**src/rtl/chca_pkg.sv**
```systemverilog
`timescale 1ns / 1ps
// Shared types and constants for the canonical Huffman code assignment unit.
// No dependencies.
package chca_pkg;

    localparam logic [1:0] MODE_WRITE = 2'd0;
    localparam logic [1:0] MODE_BUILD = 2'd1;
    localparam logic [1:0] MODE_READ  = 2'd2;

    localparam int        K_W         = 7;
    localparam logic [6:0] ROUND_LIMIT = 7'd64;

    typedef enum logic [1:0] {
        KIND_ASSIGN = 2'd0,
        KIND_CLAMP  = 2'd1,
        KIND_REPAIR = 2'd2
    } t_kind;

    typedef struct packed {
        logic  wr_len;
        logic  rd_issue;
        logic  rd_out;
        logic  asg_init;
        logic  rnd_next;
        logic  scan_start;
        logic  scan_down;
        t_kind kind;
        logic  rep_init;
        logic  rk_dec;
        logic  done_out;
    } t_cmd;

    typedef struct packed {
        logic round_stop;
        logic scan_busy;
        logic hit;
        logic rk_zero;
        logic k_gt;
    } t_sts;

endpackage

```
**src/rtl/chca_ctrl.sv**
```systemverilog
`timescale 1ns / 1ps
// Sequencer for write, read and build commands of the code assignment unit.
// Depends on chca_pkg.
module chca_ctrl import chca_pkg::*; (
    input  logic       i_clk,
    input  logic       i_rst_n,
    input  logic       i_start,
    input  logic [1:0] i_mode,
    input  t_sts       i_sts,
    output t_cmd       o_cmd,
    output logic       o_busy
);

    typedef enum logic [5:0] {
        S_IDLE  = 6'b000001,
        S_RD    = 6'b000010,
        S_RCHK  = 6'b000100,
        S_RSCAN = 6'b001000,
        S_FIX   = 6'b010000,
        S_KSCAN = 6'b100000
    } t_state;

    t_state r_state, n_state;
    logic   r_pass2, n_pass2;

    always_comb begin
        n_state = r_state;
        n_pass2 = r_pass2;
        o_cmd   = '0;
        case (r_state)
            S_IDLE: begin
                if (i_start) begin
                    case (i_mode)
                        MODE_WRITE: o_cmd.wr_len = 1'b1;
                        MODE_READ: begin
                            o_cmd.rd_issue = 1'b1;
                            n_state        = S_RD;
                        end
                        MODE_BUILD: begin
                            o_cmd.asg_init = 1'b1;
                            n_pass2        = 1'b0;
                            n_state        = S_RCHK;
                        end
                        default: n_state = S_IDLE;
                    endcase
                end
            end
            S_RD: begin
                o_cmd.rd_out = 1'b1;
                n_state      = S_IDLE;
            end
            S_RCHK: begin
                if (i_sts.round_stop) begin
                    if (!r_pass2 && i_sts.k_gt) begin
                        o_cmd.rep_init   = 1'b1;
                        o_cmd.scan_start = 1'b1;
                        o_cmd.scan_down  = 1'b1;
                        o_cmd.kind       = KIND_CLAMP;
                        n_state          = S_FIX;
                    end else begin
                        o_cmd.done_out = 1'b1;
                        n_state        = S_IDLE;
                    end
                end else begin
                    o_cmd.rnd_next   = 1'b1;
                    o_cmd.scan_start = 1'b1;
                    o_cmd.kind       = KIND_ASSIGN;
                    n_state          = S_RSCAN;
                end
            end
            S_RSCAN: begin
                if (!i_sts.scan_busy) begin
                    n_state = S_RCHK;
                end
            end
            S_FIX: begin
                if (!i_sts.scan_busy) begin
                    o_cmd.scan_start = 1'b1;
                    o_cmd.scan_down  = 1'b1;
                    o_cmd.kind       = KIND_REPAIR;
                    n_state          = S_KSCAN;
                end
            end
            S_KSCAN: begin
                if (!i_sts.scan_busy) begin
                    if (i_sts.hit || i_sts.rk_zero) begin
                        o_cmd.asg_init = 1'b1;
                        n_pass2        = 1'b1;
                        n_state        = S_RCHK;
                    end else begin
                        o_cmd.rk_dec     = 1'b1;
                        o_cmd.scan_start = 1'b1;
                        o_cmd.scan_down  = 1'b1;
                        o_cmd.kind       = KIND_REPAIR;
                    end
                end
            end
            default: n_state = S_IDLE;
        endcase
    end

    always_ff @(posedge i_clk) begin
        if (!i_rst_n) begin
            r_state <= S_IDLE;
            r_pass2 <= 1'b0;
        end else begin
            r_state <= n_state;
            r_pass2 <= n_pass2;
        end
    end

    assign o_busy = (r_state != S_IDLE);

endmodule

```
**config.mk**
```make
export PLATFORM = sky130hd
export DESIGN_NAME = chca_ctrl
export DESIGN_NICKNAME = d
export VERILOG_FILES = /design/src/rtl/chca_pkg.sv /design/src/rtl/chca_ctrl.sv
export SDC_FILE = /design/constraint.sdc
export NUM_CORES = 1
export LEC_CHECK = 0
export BUFFER_PORTS_ARGS = -buffer_cell sky130_fd_sc_hd__buf_2
export CAP_MARGIN = 20
export CORE_MARGIN = 1.5
export CORE_UTILIZATION = 35
export DETAILED_ROUTE_END_ITERATION = 12
export GPL_ROUTABILITY_DRIVEN = 0
export GPL_TIMING_DRIVEN = 0
export SLEW_MARGIN = 40
export SYNTH_ARGS = -nofsm -noshare
export SYNTH_HDL_FRONTEND = slang
export SYNTH_SLANG_ARGS = --single-unit
```
**constraint.sdc**
```tcl
create_clock -name i_clk -period 1.9 [get_ports i_clk]
set_clock_uncertainty 0.05 [all_clocks]
set_input_delay 0.38 -clock i_clk [delete_from_list [all_inputs] [get_ports i_clk]]
set_output_delay 0.38 -clock i_clk [all_outputs]
set_load 0.1 [all_outputs]
```
==> results.sh <==
export IMPL_cts_root_buf="clkbuf_4"
export IMPL_fillers=106
export IMPL_critPathRequiredTime_ps=1470
export IMPL_synth_fp_nets=89
export IMPL_hpwl_mm=1.20
export IMPL_synth_top_area_share_pct=23.7
export IMPL_violations="negative setup slack"
export IMPL_max_slew_margin_pct=79.8
export IMPL_antenna_found_initial=0
export IMPL_drt_iter0_markers=12
export IMPL_grt_pass1_vias=704
export IMPL_dp_slack_ps=-536
export IMPL_numPortBuffers=22
export IMPL_clock_latency_ps=260
export IMPL_setup_tns_ps=-2550
export IMPL_fin_cells=131
export IMPL_syn_area_per_cell_sq_um=7.77
export IMPL_syn_area_sq_um=591
export IMPL_tritoncts="built"
export IMPL_clock_sinks=7
export IMPL_p_leak_nw=0.498
export IMPL_cpLargestDelayFamily="simple AND/OR/NAND/NOR gates"
export IMPL_clock_path_buffers=2
export IMPL_grt_pass1_wl_mm=3.06
export IMPL_syn_inst=76
export IMPL_min_path_cells=2
export IMPL_ys_seq_area_share_pct=23.7
export IMPL_crit_fanout=6
export IMPL_dr_pass1_iters=4
export IMPL_rsz0062_at_grt="yes"
export IMPL_worstPathCellList="or4_4, nor2_8, and3_4, buf_12"
export IMPL_cts_reportedPaths_clkPinSlew_ps=60
export IMPL_p_total_mw=0.580
export IMPL_synth_common_cells="dfxtp_1, inv_1, nor2_1, nor3_1"
export IMPL_fp_dieW_microns=44.1
export IMPL_dp_cells=114
export IMPL_die_area_sq_um=1940
export IMPL_place_area_sq_um=828
export IMPL_cts_buffers=3
export IMPL_slew_viol_final=0
export IMPL_fin_crit_ps=2180
export IMPL_wl_per_cell_microns=16.2
export IMPL_drc_errors=0
export IMPL_wl_mm=2.12
export IMPL_yosysWarnings=0
export IMPL_final_nets=129
export IMPL_vias=749
export IMPL_worst_slack_ps=-276
export IMPL_vdd_drop_max_uv=350
export IMPL_critPathMaxStageDelay_ps=600
export IMPL_synth_distinct_cells=33
export IMPL_syn_to_final_growth_pct=103
export IMPL_slowest_stage="or4_4"
export IMPL_tightest_slew_ps=300
export IMPL_crit_cells=4
export IMPL_synthArstFlopShare_pct=0
export IMPL_yosys_most_used_dff="dfxtp_1"
export IMPL_hold_viol_final=0
export IMPL_grt_usage_pct=22.1
export IMPL_num_io_pins=23
export IMPL_final_core_util_pct=77.7
export IMPL_worst_setup_path_end_kind="output pin"
export IMPL_ys_seq_elements=7
export IMPL_die_y_microns=44.1
export IMPL_n_antenna_cell=0
export IMPL_cap_violations=0
export IMPL_hold_class="in -> reg"
export IMPL_grt_max_degree=11
export IMPL_outcome="finished with violations"
export IMPL_setup_worst_path_start_class="flop"
export IMPL_max_freq_mhz=460
export IMPL_synth_enable_flop_cells=0
export IMPL_drive_above_1_share_pct=60.0
export IMPL_synth_largest_area_cell="dfxtp_1"
export IMPL_final_area_sq_um=1200
export IMPL_viasPerCell=5.72
export IMPL_core_area_sq_um=1540
export IMPL_r2r_cells=6
export IMPL_cp_num_buf_inv=1
export IMPL_period_share_pct=115
export IMPL_worstPathArrival_ps=1750
export IMPL_synthTopCellsByArea="dfxtp_1, ha_1, nor3_1"
export IMPL_critical_path_class="reg -> out"
export IMPL_power_density_nw_per_um2=485
export IMPL_holdWs_ps=353
export IMPL_postRouteAntennaNets=0
export IMPL_setup_viol=13
export IMPL_htreeDepth=1
export IMPL_start_util_pct=38.3
export IMPL_overflow=0
export IMPL_std_cell_rows=14
-- where the power goes --
group | switching (mW) | total [mW] | internal [mW]
Sequential | 0.0121 | 0.162 | 0.150
Combinational | 0.163 | 0.274 | 0.111
Clock | 0.0631 | 0.144 | 0.0807
-- repair_timing --
item                                    CTS  global route
pin swaps                                 7             5
hold buffers                              0             0
gates resized for setup                  61             6
hold endpoints to repair                  0             0
buffers inserted                          7             8
endpoints found under the setup margin   13            15
-- registers in the layout, summed over array words and instances, names as in the netlist --
| register | flops |
|---|---|
| r_state | 6 |
| r_pass2 | 1 |
-- layer usage --
metal	vias to the layer above	GRT usage [%]	part of all wire (%)
li1	354	-	-
met1	360	25.8	40
met2	27	35.0	52
met3	8	7.35	4.7
met4	0	13.3	3.0
met5	-	0	0
-- placed cells by master, fill, tap and decap left out, types with 2 or more instances in the layout --
cell type and instances:
buf_12 11, o21ai_4 2, buf_6 5, nor2_4 3, ha_1 3, inv_1 6, nor2_1 4, clkbuf_4 3
nor2b_1 3, buf_4 11, nor3_1 3, nor3_2 2, nand3_1 3, a31oi_1 2, nand2_1 3, mux2i_1 2
o211ai_1 2, o21a_1 2, dfxtp_2 3, dfxtp_1 2, and3_4 2, nor3_4 2, buf_8 2, buf_2 9
dfxtp_4 2, nor3b_4 2
-- cells by family after synthesis --
logic type / synth area share [%]
adders and majority gates: 6.36
xor gates and xnor gates: 1.48
and+or+nand+nor: 39.4
muxes: 3.39
AOI/OAI and AO/OA: 17.2
DFF: 23.7
buffers and inverters: 8.47
-- path summary, 6_finish.rpt --
path | from | endpoint | slack [ps]
worst max-delay path | r_state[2] | o_cmd[11] | -280
worst min-delay path | i_rst_n | r_state[3] | 350
worst max register to register | r_state[2] | r_state[0] | 100
worst min register to register | r_state[3] | r_state[5] | 530
-- layout make-up --
class                   instances  area (sq um)  share of cell area (%)
plain buffers                   1          11.3                   0.940
clock buffers                   4          26.3                    2.19
repair buffers                 37           423                    35.3
flip-flops and latches          7           151                    12.6
multi-input cells              58           529                    44.2
well taps                      16          20.0                    1.67
inverters                       8          36.3                    3.03
Note: power is estimated with default switching activity, not from simulation.
